File: src/sv/gdg_pkg.sv
`timescale 1ns / 1ps
// ----------------------------------------------------------------------------
// gdg_pkg: shared types and constants of the Gregorian day gap block
// Field widths, calendar constants, month tables and the stage control bundle.
// ----------------------------------------------------------------------------
package gdg_pkg;

  localparam int YEAR_BITS = 14;
  localparam int DAY_W     = 6;
  localparam int MON_W     = 4;
  localparam int GAP_BITS  = 24;

  // serial day count from the start of year 0: below 366 * 2**YEAR_BITS
  localparam int SER_W  = YEAR_BITS + 9;
  localparam int WIDE_W = (SER_W > GAP_BITS) ? SER_W : GAP_BITS;

  // year / 100 by reciprocal: estimate is exact or one low
  localparam int REC_SHIFT = YEAR_BITS + 7;
  localparam int REC_W     = YEAR_BITS + 1;
  localparam int PROD_W    = YEAR_BITS + REC_W;
  localparam int Q_W       = YEAR_BITS - 6;
  localparam logic [REC_W-1:0] RECIP_100 = REC_W'((64'd1 << REC_SHIFT) / 100);

  localparam int DOY_W = 9;

  localparam int DAYS_YEAR = 365;
  localparam int CENTURY   = 100;

  localparam logic [MON_W-1:0] MON_JAN = MON_W'(1);
  localparam logic [MON_W-1:0] MON_FEB = MON_W'(2);
  localparam logic [MON_W-1:0] MON_DEC = MON_W'(12);

  localparam logic [DAY_W-1:0] DAY_FIRST    = DAY_W'(1);
  localparam logic [DAY_W-1:0] DAY_FEB_LEAP = DAY_W'(29);

  // load enables of the pipeline registers, shared by both lanes and the merge
  typedef struct packed {
    logic ld1;
    logic ld2;
    logic ld3;
    logic ld_out;
  } stg_ctl_t;

  // month length in a common year
  function automatic logic [DAY_W-1:0] month_len(input logic [MON_W-1:0] m);
    logic [DAY_W-1:0] len;
    case (m)
      4'd2:                  len = DAY_W'(28);
      4'd4, 4'd6, 4'd9, 4'd11: len = DAY_W'(30);
      default:               len = DAY_W'(31);
    endcase
    return len;
  endfunction

  // days in the months before m, common year
  function automatic logic [DOY_W-1:0] days_before(input logic [MON_W-1:0] m);
    logic [DOY_W-1:0] n;
    case (m)
      4'd2:    n = DOY_W'(31);
      4'd3:    n = DOY_W'(59);
      4'd4:    n = DOY_W'(90);
      4'd5:    n = DOY_W'(120);
      4'd6:    n = DOY_W'(151);
      4'd7:    n = DOY_W'(181);
      4'd8:    n = DOY_W'(212);
      4'd9:    n = DOY_W'(243);
      4'd10:   n = DOY_W'(273);
      4'd11:   n = DOY_W'(304);
      4'd12:   n = DOY_W'(334);
      default: n = DOY_W'(0);
    endcase
    return n;
  endfunction

endpackage

File: src/sv/gdg_in_if.sv
`timescale 1ns / 1ps
// ----------------------------------------------------------------------------
// gdg_in_if: date pair channel
// Valid/ready handshake carrying two raw dates.
// ----------------------------------------------------------------------------
interface gdg_in_if;
  import gdg_pkg::*;

  logic                 valid;
  logic                 ready;
  logic [DAY_W-1:0]     first_day;
  logic [MON_W-1:0]     first_month;
  logic [YEAR_BITS-1:0] first_year;
  logic [DAY_W-1:0]     second_day;
  logic [MON_W-1:0]     second_month;
  logic [YEAR_BITS-1:0] second_year;

  modport source (
    output valid, first_day, first_month, first_year,
    output second_day, second_month, second_year,
    input  ready
  );

  modport sink (
    input  valid, first_day, first_month, first_year,
    input  second_day, second_month, second_year,
    output ready
  );
endinterface

File: src/sv/gdg_out_if.sv
`timescale 1ns / 1ps
// ----------------------------------------------------------------------------
// gdg_out_if: day gap result channel
// Valid/ready handshake carrying the signed day gap.
// ----------------------------------------------------------------------------
interface gdg_out_if;
  import gdg_pkg::*;

  logic                       valid;
  logic                       ready;
  logic signed [GAP_BITS-1:0] day_gap;

  modport source (output valid, day_gap, input ready);
  modport sink   (input valid, day_gap, output ready);
endinterface

File: src/sv/gdg_lane.sv
`timescale 1ns / 1ps
// ----------------------------------------------------------------------------
// gdg_lane: serial day count of one date
// Three stages: normalize and divide-estimate, century fix and leap, sum.
// ----------------------------------------------------------------------------
module gdg_lane (
  input  logic                           clk_i,
  input  gdg_pkg::stg_ctl_t              ctl_i,
  input  logic [gdg_pkg::DAY_W-1:0]      day_i,
  input  logic [gdg_pkg::MON_W-1:0]      month_i,
  input  logic [gdg_pkg::YEAR_BITS-1:0]  year_i,
  output logic [gdg_pkg::SER_W-1:0]      serial_o
);
  import gdg_pkg::*;

  // stage 1
  logic [PROD_W-1:0]    prod;
  logic                 month_ok;
  logic [DAY_W-1:0]     lim;
  logic [MON_W-1:0]     m_d;
  logic [DAY_W-1:0]     d_d;
  logic                 feb29_d;
  logic [YEAR_BITS-1:0] y1_q;
  logic [Q_W-1:0]       qest_q;
  logic [SER_W-1:0]     y365_1_q;
  logic [MON_W-1:0]     m1_q;
  logic [DAY_W-1:0]     d1_q;
  logic                 feb29_q;

  // stage 2
  logic [YEAR_BITS-1:0] q_x100;
  logic [YEAR_BITS-1:0] rem_raw;
  logic [YEAR_BITS-1:0] rem;
  logic                 rem_ge;
  logic [Q_W-1:0]       q100;
  logic                 rem_nz;
  logic                 leap;
  logic [DAY_W-1:0]     d2;
  logic [YEAR_BITS-2:0] c4_d;
  logic [Q_W-1:0]       c100_d;
  logic [Q_W-1:0]       c400_d;
  logic [DOY_W-1:0]     doy_d;
  logic [SER_W-1:0]     y365_2_q;
  logic [YEAR_BITS-2:0] c4_q;
  logic [Q_W-1:0]       c100_q;
  logic [Q_W-1:0]       c400_q;
  logic [DOY_W-1:0]     doy_q;

  // stage 3
  logic [SER_W-1:0]     serial_d;
  logic [SER_W-1:0]     serial_q;

  always_comb begin
    prod     = PROD_W'(year_i) * PROD_W'(RECIP_100);
    month_ok = (month_i >= MON_JAN) && (month_i <= MON_DEC);
    lim      = month_len(month_i);
    feb29_d  = 1'b0;
    m_d      = month_i;
    d_d      = day_i;
    if (!month_ok) begin
      m_d = MON_JAN;
      d_d = DAY_FIRST;
    end else if (day_i == '0) begin
      d_d = DAY_FIRST;
    end else if (day_i > lim) begin
      // Feb 29 survives only if the year turns out leap
      if (month_i == MON_FEB && day_i == DAY_FEB_LEAP) begin
        feb29_d = 1'b1;
      end else begin
        d_d = DAY_FIRST;
      end
    end
  end

  always_ff @(posedge clk_i) begin
    if (ctl_i.ld1) begin
      y1_q     <= year_i;
      qest_q   <= prod[PROD_W-1:REC_SHIFT];
      y365_1_q <= SER_W'(year_i) * SER_W'(DAYS_YEAR);
      m1_q     <= m_d;
      d1_q     <= d_d;
      feb29_q  <= feb29_d;
    end
  end

  always_comb begin
    q_x100  = YEAR_BITS'(qest_q) * YEAR_BITS'(CENTURY);
    rem_raw = y1_q - q_x100;
    // estimate is at most one low
    rem_ge  = rem_raw >= YEAR_BITS'(CENTURY);
    rem     = rem_ge ? rem_raw - YEAR_BITS'(CENTURY) : rem_raw;
    q100    = qest_q + Q_W'(rem_ge);
    rem_nz  = |rem;
    leap    = ((y1_q[1:0] == 2'b00) && rem_nz) || (!rem_nz && (q100[1:0] == 2'b00));
    d2      = (feb29_q && !leap) ? DAY_FIRST : d1_q;
    c4_d    = (YEAR_BITS-1)'(y1_q >> 2) + (YEAR_BITS-1)'(|y1_q[1:0]);
    c100_d  = q100 + Q_W'(rem_nz);
    c400_d  = Q_W'(q100 >> 2) + Q_W'(rem_nz || (q100[1:0] != 2'b00));
    doy_d   = days_before(m1_q) + DOY_W'(leap && (m1_q > MON_FEB)) + DOY_W'(d2);
  end

  always_ff @(posedge clk_i) begin
    if (ctl_i.ld2) begin
      y365_2_q <= y365_1_q;
      c4_q     <= c4_d;
      c100_q   <= c100_d;
      c400_q   <= c400_d;
      doy_q    <= doy_d;
    end
  end

  assign serial_d = y365_2_q + SER_W'(c4_q) - SER_W'(c100_q) + SER_W'(c400_q)
                  + SER_W'(doy_q);

  always_ff @(posedge clk_i) begin
    if (ctl_i.ld3) begin
      serial_q <= serial_d;
    end
  end

  assign serial_o = serial_q;

endmodule

File: src/sv/gdg_merge.sv
`timescale 1ns / 1ps
// ----------------------------------------------------------------------------
// gdg_merge: combine the two lane counts
// Absolute difference less one, held in the output register.
// ----------------------------------------------------------------------------
module gdg_merge (
  input  logic                              clk_i,
  input  gdg_pkg::stg_ctl_t                 ctl_i,
  input  logic [gdg_pkg::SER_W-1:0]         serial_a_i,
  input  logic [gdg_pkg::SER_W-1:0]         serial_b_i,
  output logic signed [gdg_pkg::GAP_BITS-1:0] day_gap_o
);
  import gdg_pkg::*;

  logic [WIDE_W:0]            diff;
  logic [WIDE_W:0]            gap;
  logic signed [GAP_BITS-1:0] day_gap_q;

  always_comb begin
    diff = (WIDE_W+1)'(serial_a_i) - (WIDE_W+1)'(serial_b_i);
    // a < b: ~(a - b) equals b - a - 1
    gap  = diff[WIDE_W] ? ~diff : diff - (WIDE_W+1)'(1);
  end

  always_ff @(posedge clk_i) begin
    if (ctl_i.ld_out) begin
      day_gap_q <= gap[GAP_BITS-1:0];
    end
  end

  assign day_gap_o = day_gap_q;

endmodule

File: src/sv/gregorian_day_gap_top.sv
`timescale 1ns / 1ps
// ----------------------------------------------------------------------------
// gregorian_day_gap_top: days between two Gregorian dates, less one
//
//   channel | dir | payload                                      | handshake
//   in_i    | in  | first/second day, month, year (raw)          | valid/ready
//   out_o   | out | day_gap, signed, -1 for equal dates          | valid/ready
//
// One date pair per cycle while out_o does not stall; after its transfer a
// result passes the lane pipeline (divide estimate, century fix, sum)
// and then the output register of the merge.
// Reset clears the stage valid bits only; no clearing pass.
// in_i.ready drops only when all four stages hold items and out_o stalls.
// ----------------------------------------------------------------------------
module gregorian_day_gap_top (
  input  logic      clk_i,
  input  logic      rst_ni,
  gdg_in_if.sink    in_i,
  gdg_out_if.source out_o
);
  import gdg_pkg::*;

  localparam logic GAP_FITS = (SER_W <= GAP_BITS - 1);

  stg_ctl_t         ctl;
  logic             v1_q, v2_q, v3_q, vo_q;
  logic             rdy1, rdy2, rdy3, rdy_o;
  logic [SER_W-1:0] serial_a;
  logic [SER_W-1:0] serial_b;

  // a stage takes new data when empty or when its successor takes
  assign rdy_o = !vo_q || out_o.ready;
  assign rdy3  = !v3_q || rdy_o;
  assign rdy2  = !v2_q || rdy3;
  assign rdy1  = !v1_q || rdy2;

  assign ctl.ld1    = rdy1;
  assign ctl.ld2    = rdy2;
  assign ctl.ld3    = rdy3;
  assign ctl.ld_out = rdy_o;

  always_ff @(posedge clk_i or negedge rst_ni) begin
    if (!rst_ni) begin
      v1_q <= 1'b0;
      v2_q <= 1'b0;
      v3_q <= 1'b0;
      vo_q <= 1'b0;
    end else begin
      if (rdy1)  v1_q <= in_i.valid;
      if (rdy2)  v2_q <= v1_q;
      if (rdy3)  v3_q <= v2_q;
      if (rdy_o) vo_q <= v3_q;
    end
  end

  gdg_lane u_lane_a (
    .clk_i    (clk_i),
    .ctl_i    (ctl),
    .day_i    (in_i.first_day),
    .month_i  (in_i.first_month),
    .year_i   (in_i.first_year),
    .serial_o (serial_a)
  );

  gdg_lane u_lane_b (
    .clk_i    (clk_i),
    .ctl_i    (ctl),
    .day_i    (in_i.second_day),
    .month_i  (in_i.second_month),
    .year_i   (in_i.second_year),
    .serial_o (serial_b)
  );

  gdg_merge u_merge (
    .clk_i      (clk_i),
    .ctl_i      (ctl),
    .serial_a_i (serial_a),
    .serial_b_i (serial_b),
    .day_gap_o  (out_o.day_gap)
  );

  assign in_i.ready  = rdy1;
  assign out_o.valid = vo_q;

  // an empty output register means the whole chain can move
  a_empty_out_ready: assert property (@(posedge clk_i) disable iff (!rst_ni)
    !vo_q |-> in_i.ready)
    else $error("input stalled with empty output register");

  // a full, stalled pipeline must not take another transfer
  a_full_blocks: assert property (@(posedge clk_i) disable iff (!rst_ni)
    (v1_q && v2_q && v3_q && vo_q && !out_o.ready) |-> !in_i.ready)
    else $error("transfer taken into a full pipeline");

  // result is either -1 or a non-negative gap when it fits the field
  a_gap_range: assert property (@(posedge clk_i) disable iff (!rst_ni)
    out_o.valid |-> (!GAP_FITS || (out_o.day_gap == '1) || !out_o.day_gap[GAP_BITS-1]))
    else $error("day gap out of range");

endmodule

File: src/flat_wrapper.sv
// flat-port wrapper written by rule: the top's interface ports become plain ports
module gregorian_day_gap_top_flat import gdg_pkg::*;
  (clk_i, rst_ni, in_i_valid, in_i_first_day, in_i_first_month, in_i_first_year, in_i_second_day, in_i_second_month, in_i_second_year, in_i_ready, out_o_valid, out_o_day_gap, out_o_ready);
  gdg_in_if in_i_i ();
  gdg_out_if out_o_i ();
  input  logic clk_i;
  input  logic rst_ni;
  input wire logic [$bits(in_i_i.valid)-1:0] in_i_valid;
  input wire logic [$bits(in_i_i.first_day)-1:0] in_i_first_day;
  input wire logic [$bits(in_i_i.first_month)-1:0] in_i_first_month;
  input wire logic [$bits(in_i_i.first_year)-1:0] in_i_first_year;
  input wire logic [$bits(in_i_i.second_day)-1:0] in_i_second_day;
  input wire logic [$bits(in_i_i.second_month)-1:0] in_i_second_month;
  input wire logic [$bits(in_i_i.second_year)-1:0] in_i_second_year;
  output wire logic [$bits(in_i_i.ready)-1:0] in_i_ready;
  output wire logic [$bits(out_o_i.valid)-1:0] out_o_valid;
  output wire logic [$bits(out_o_i.day_gap)-1:0] out_o_day_gap;
  input wire logic [$bits(out_o_i.ready)-1:0] out_o_ready;
  assign in_i_i.valid = in_i_valid;
  assign in_i_i.first_day = in_i_first_day;
  assign in_i_i.first_month = in_i_first_month;
  assign in_i_i.first_year = in_i_first_year;
  assign in_i_i.second_day = in_i_second_day;
  assign in_i_i.second_month = in_i_second_month;
  assign in_i_i.second_year = in_i_second_year;
  assign in_i_ready = in_i_i.ready;
  assign out_o_valid = out_o_i.valid;
  assign out_o_day_gap = out_o_i.day_gap;
  assign out_o_i.ready = out_o_ready;
  gregorian_day_gap_top u_core (.clk_i(clk_i), .rst_ni(rst_ni), .in_i(in_i_i), .out_o(out_o_i));
endmodule
File: config.mk
export PLATFORM = sky130hd
export DESIGN_NAME = gregorian_day_gap_top_flat
export DESIGN_NICKNAME = d
export VERILOG_FILES = /design/src/sv/gdg_pkg.sv /design/src/sv/gdg_in_if.sv /design/src/sv/gdg_out_if.sv /design/src/sv/gdg_lane.sv /design/src/sv/gdg_merge.sv /design/src/sv/gregorian_day_gap_top.sv /design/src/flat_wrapper.sv
export SDC_FILE = /design/constraint.sdc
export NUM_CORES = 2
export LEC_CHECK = 0
export ABC_AREA = 0
export BUFFER_PORTS_ARGS = -buffer_cell sky130_fd_sc_hd__buf_2
export CORE_UTILIZATION = 55
export CTS_CLUSTER_SIZE = 16
export DETAILED_ROUTE_END_ITERATION = 10
export PLACE_DENSITY = 0.78
export SYNTH_ARGS = -nofsm -noshare
export SYNTH_HDL_FRONTEND = slang
export SYNTH_SLANG_ARGS = --single-unit
File: constraint.sdc
create_clock -name clk_i -period 7.45 [get_ports clk_i]
set_input_delay 0.745 -clock clk_i [delete_from_list [all_inputs] [get_ports clk_i]]
set_output_delay 0.745 -clock clk_i [all_outputs]
set_load 0.02 [all_outputs]
==> metrics.cfg <==
[yosys]
netlist.area_leader.share = 0.281
synth-edff-count = 298
synth_flop_cell = edfxtp_1
synth_top_area_cell = edfxtp_1
yosysWarnings = 0
async_flop_share = 0.0125
seq_area_frac_synth = 0.296
avgSynthCellArea_sq_um = 10.9
ys_top_cells_by_area = edfxtp_1, ha_1, fa_1
synth-seq-cells = 320
syn_inst = 2917
syn_area_sq_um = 31800
ys_types = 90

[floorplan]
initial_utilization = 0.561
die-area_sq_um = 58800
row_count = 87
io_pins = 78
die_height_um = 242
core_area_sq_um = 56700
fp.dieW_um = 242

[status]
status = finished clean

[drt]
ant_nets = 0
num_vias = 20900
first_pass_iters = 5
drt_iter0_drc = 1067
detail_route.vias_per_cell = 5.49
wl_um = 63800
drc = 0
wl_per_cell_um = 16.7

[cells_and_area]
drive_above_1_share = 0.0602
stdcell_area_sq_um = 34400
layout_common_cells = inv_1, ha_1, edfxtp_1
final_common_cell = inv_1
final_util = 0.607
fill_cells = 4412
multiInputGateArea_sq_um = 20300
syn2layout_area_growth_pct = 8.19
regArea_sq_um = 9410
finalNetCount = 3926

[min_path]
min-delay-start = u_core.u_lane_a.y365_1_q[16]
holdPathStages = 0
hold_class = register to register
hold_end = u_core.u_lane_a.y365_2_q[16]

[sta]
max_slew_margin = 0.271
hold_viol = 0
worstMarginPinSlew_ps = 1090
skew_ps = 15.9
fmax_mhz = 140
layout_min_cycle_time_ps = 7120
rsz0062_at_grt = true
hold_ws_ps = 413
finalSetupViolCount = 0
setup-tns-final_ps = 0
finalCritPeriodShare = 0.956
slew_violations = 0

[clocking]
cts_tree = yes
cts_max_level = 2
cts_root_buffer = clkbuf_16
cts_made_buffers = 34
cts_max_path_buffers = 3
cts.sinks = 320
clkLatencyLatePin_ps = 530
clk_pin_slew_ps = 70

[global_route]
antenna_found_initial = 1
grt_pass1_vias = 21600
overflow = 0
grt_use_total = 0.224
grt_pass1_wl_um = 108000
grt_max_degree = 120

[worst_setup_path]
arrival_ps = 7400
critPathKind = register to register
regToRegSetupSlack_ps = 330
crit_fanout = 6
r2r_end = u_core.u_lane_a.doy_q[8]
start_kind = register
r2r-start = u_core.u_lane_a.qest_q[3]
crit_required_ps = 7730
ff2ff_path_depth = 27
crit_path_end_kind = register

[placement]
gp_congestion = 0.930
portBuffers = 77
place_area_sq_um = 33100
place_hpwl_um = 52300

[flow_run]
drv.max_cap_violation_count = 0

[worst max-delay path by stage]
stage / start / to
floorplan: u_core.u_lane_b.qest_q[3] / u_core.u_lane_b.doy_q[8]
global placement: u_core.u_lane_b.qest_q[1] / u_core.u_lane_b.doy_q[8]
detailed placement: u_core.u_lane_b.qest_q[3] / u_core.u_lane_b.doy_q[8]
CTS: u_core.u_lane_b.qest_q[3] / u_core.u_lane_b.doy_q[8]
global route: u_core.u_lane_a.qest_q[1] / u_core.u_lane_a.doy_q[8]
finish: u_core.u_lane_a.qest_q[3] / u_core.u_lane_a.doy_q[8]
[state kept, by name (all words and copies together) (netlist names), 9 cells and up, named ones only]
register	flops
u_core.u_merge.day_gap_o	24
u_core.u_lane_a.serial_o	23
u_core.u_lane_a.y365_2_q	23
u_core.u_lane_b.serial_o	23
u_core.u_lane_b.y365_2_q	23
u_core.u_lane_a.y365_1_q	21
u_core.u_lane_b.y365_1_q	21
u_core.u_lane_a.y1_q	14
u_core.u_lane_b.y1_q	14
u_core.u_lane_a.c4_q	13
u_core.u_lane_b.c4_q	13
u_core.u_lane_a.doy_q	9
u_core.u_lane_b.doy_q	9
[cell type report]
cell class,count,area share
Multi-Input combinational cell,2009,0.589
Sequential cell,320,0.274
Inverter,581,0.0634
Tap cell,756,0.0275
Clock buffer,42,0.0275
Timing Repair Buffer,85,0.0134
Clock inverter,17,0.00600
Antenna cell,1,0.0000727
[timing repair]
action,in CTS,in global routing
setup buffers,0,4
setup endpoints to repair,0,7
hold buffers,1,0
endpoints found under the hold margin,4,0
resized for setup,0,15
[through the flow]
| stage | setup WS, ps | instances |
|---|---|---|
| 2_1_floorplan | 748 | 2918 |
| 3_3_place_gp | 414 | 3746 |
| 3_5_place_dp | 103 | 3746 |
| 4_1_cts | 94.0 | 3806 |
| 5_1_grt | -23.5 | 3810 |
| 6_report | 329 | 3811 |
[per-layer routing]
layer,wire length (um),vias up,track usage
li1,-,10200,-
met1,29600,10200,0.313
met2,30200,453,0.372
met3,2390,104,0.0218
met4,1500,0,0.0625
met5,0,-,0
[cells by family (layout without fill, tap and decap cells)]
group / after synthesis / after routing / synth area share
AND/OR/NAND/NOR: 504 / 504 / 0.0815
AO/OA/AOI/OAI: 423 / 423 / 0.0879
flip-flops: 320 / 320 / 0.296
XOR/XNOR: 223 / 223 / 0.0617
buffers and inverters: 589 / 725 / 0.0697
adder cells (fa/ha/maj): 844 / 844 / 0.399
multiplexers: 13 / 13 / 0.00429
other: 1 / 3 / 0.000118
[critical path, cell delays in order, from the launching register on]
cell,delay [ps]
edfxtp_1,460
ha_1,340
ha_1,300
fa_1,470
ha_1,340
nor2b_1,210
nor2_1,70
xor2_1,150
ha_1,350
or4_1,530
o211a_1,260
and4bb_1,290
nor4b_4,240
nand2_1,110
ha_1,260
ha_1,360
or3_4,430
a21oi_2,170
fa_1,240
inv_1,80
fa_1,390
inv_1,70
a21oi_1,70
o21bai_1,180
a21o_1,140
a21o_1,140
nand3_1,90
xnor2_1,130
[synth_stat cells, drive strengths merged (8+ instances only)]
cell type,n
nand4,10
o211ai,8
nor2,124
a211oi,16
nand2b,19
a31oi,18
o21bai,13
nand2,91
o21a,32
xnor2,151
dfxtp,18
fa,283
ha,560
or2,11
nor3,47
and2,22
o22ai,8
xor2,72
nor4,14
nor2b,32
inv,581
o31a,11
or3,18
a21o,35
a21boi,11
o21ai,92
edfxtp,298
nor3b,10
mux2i,8
a21oi,110
and3,24
nand3,54
Power is not shown: default switching activity piles up to over one toggle a cycle in this logic, so the estimate is an artifact.
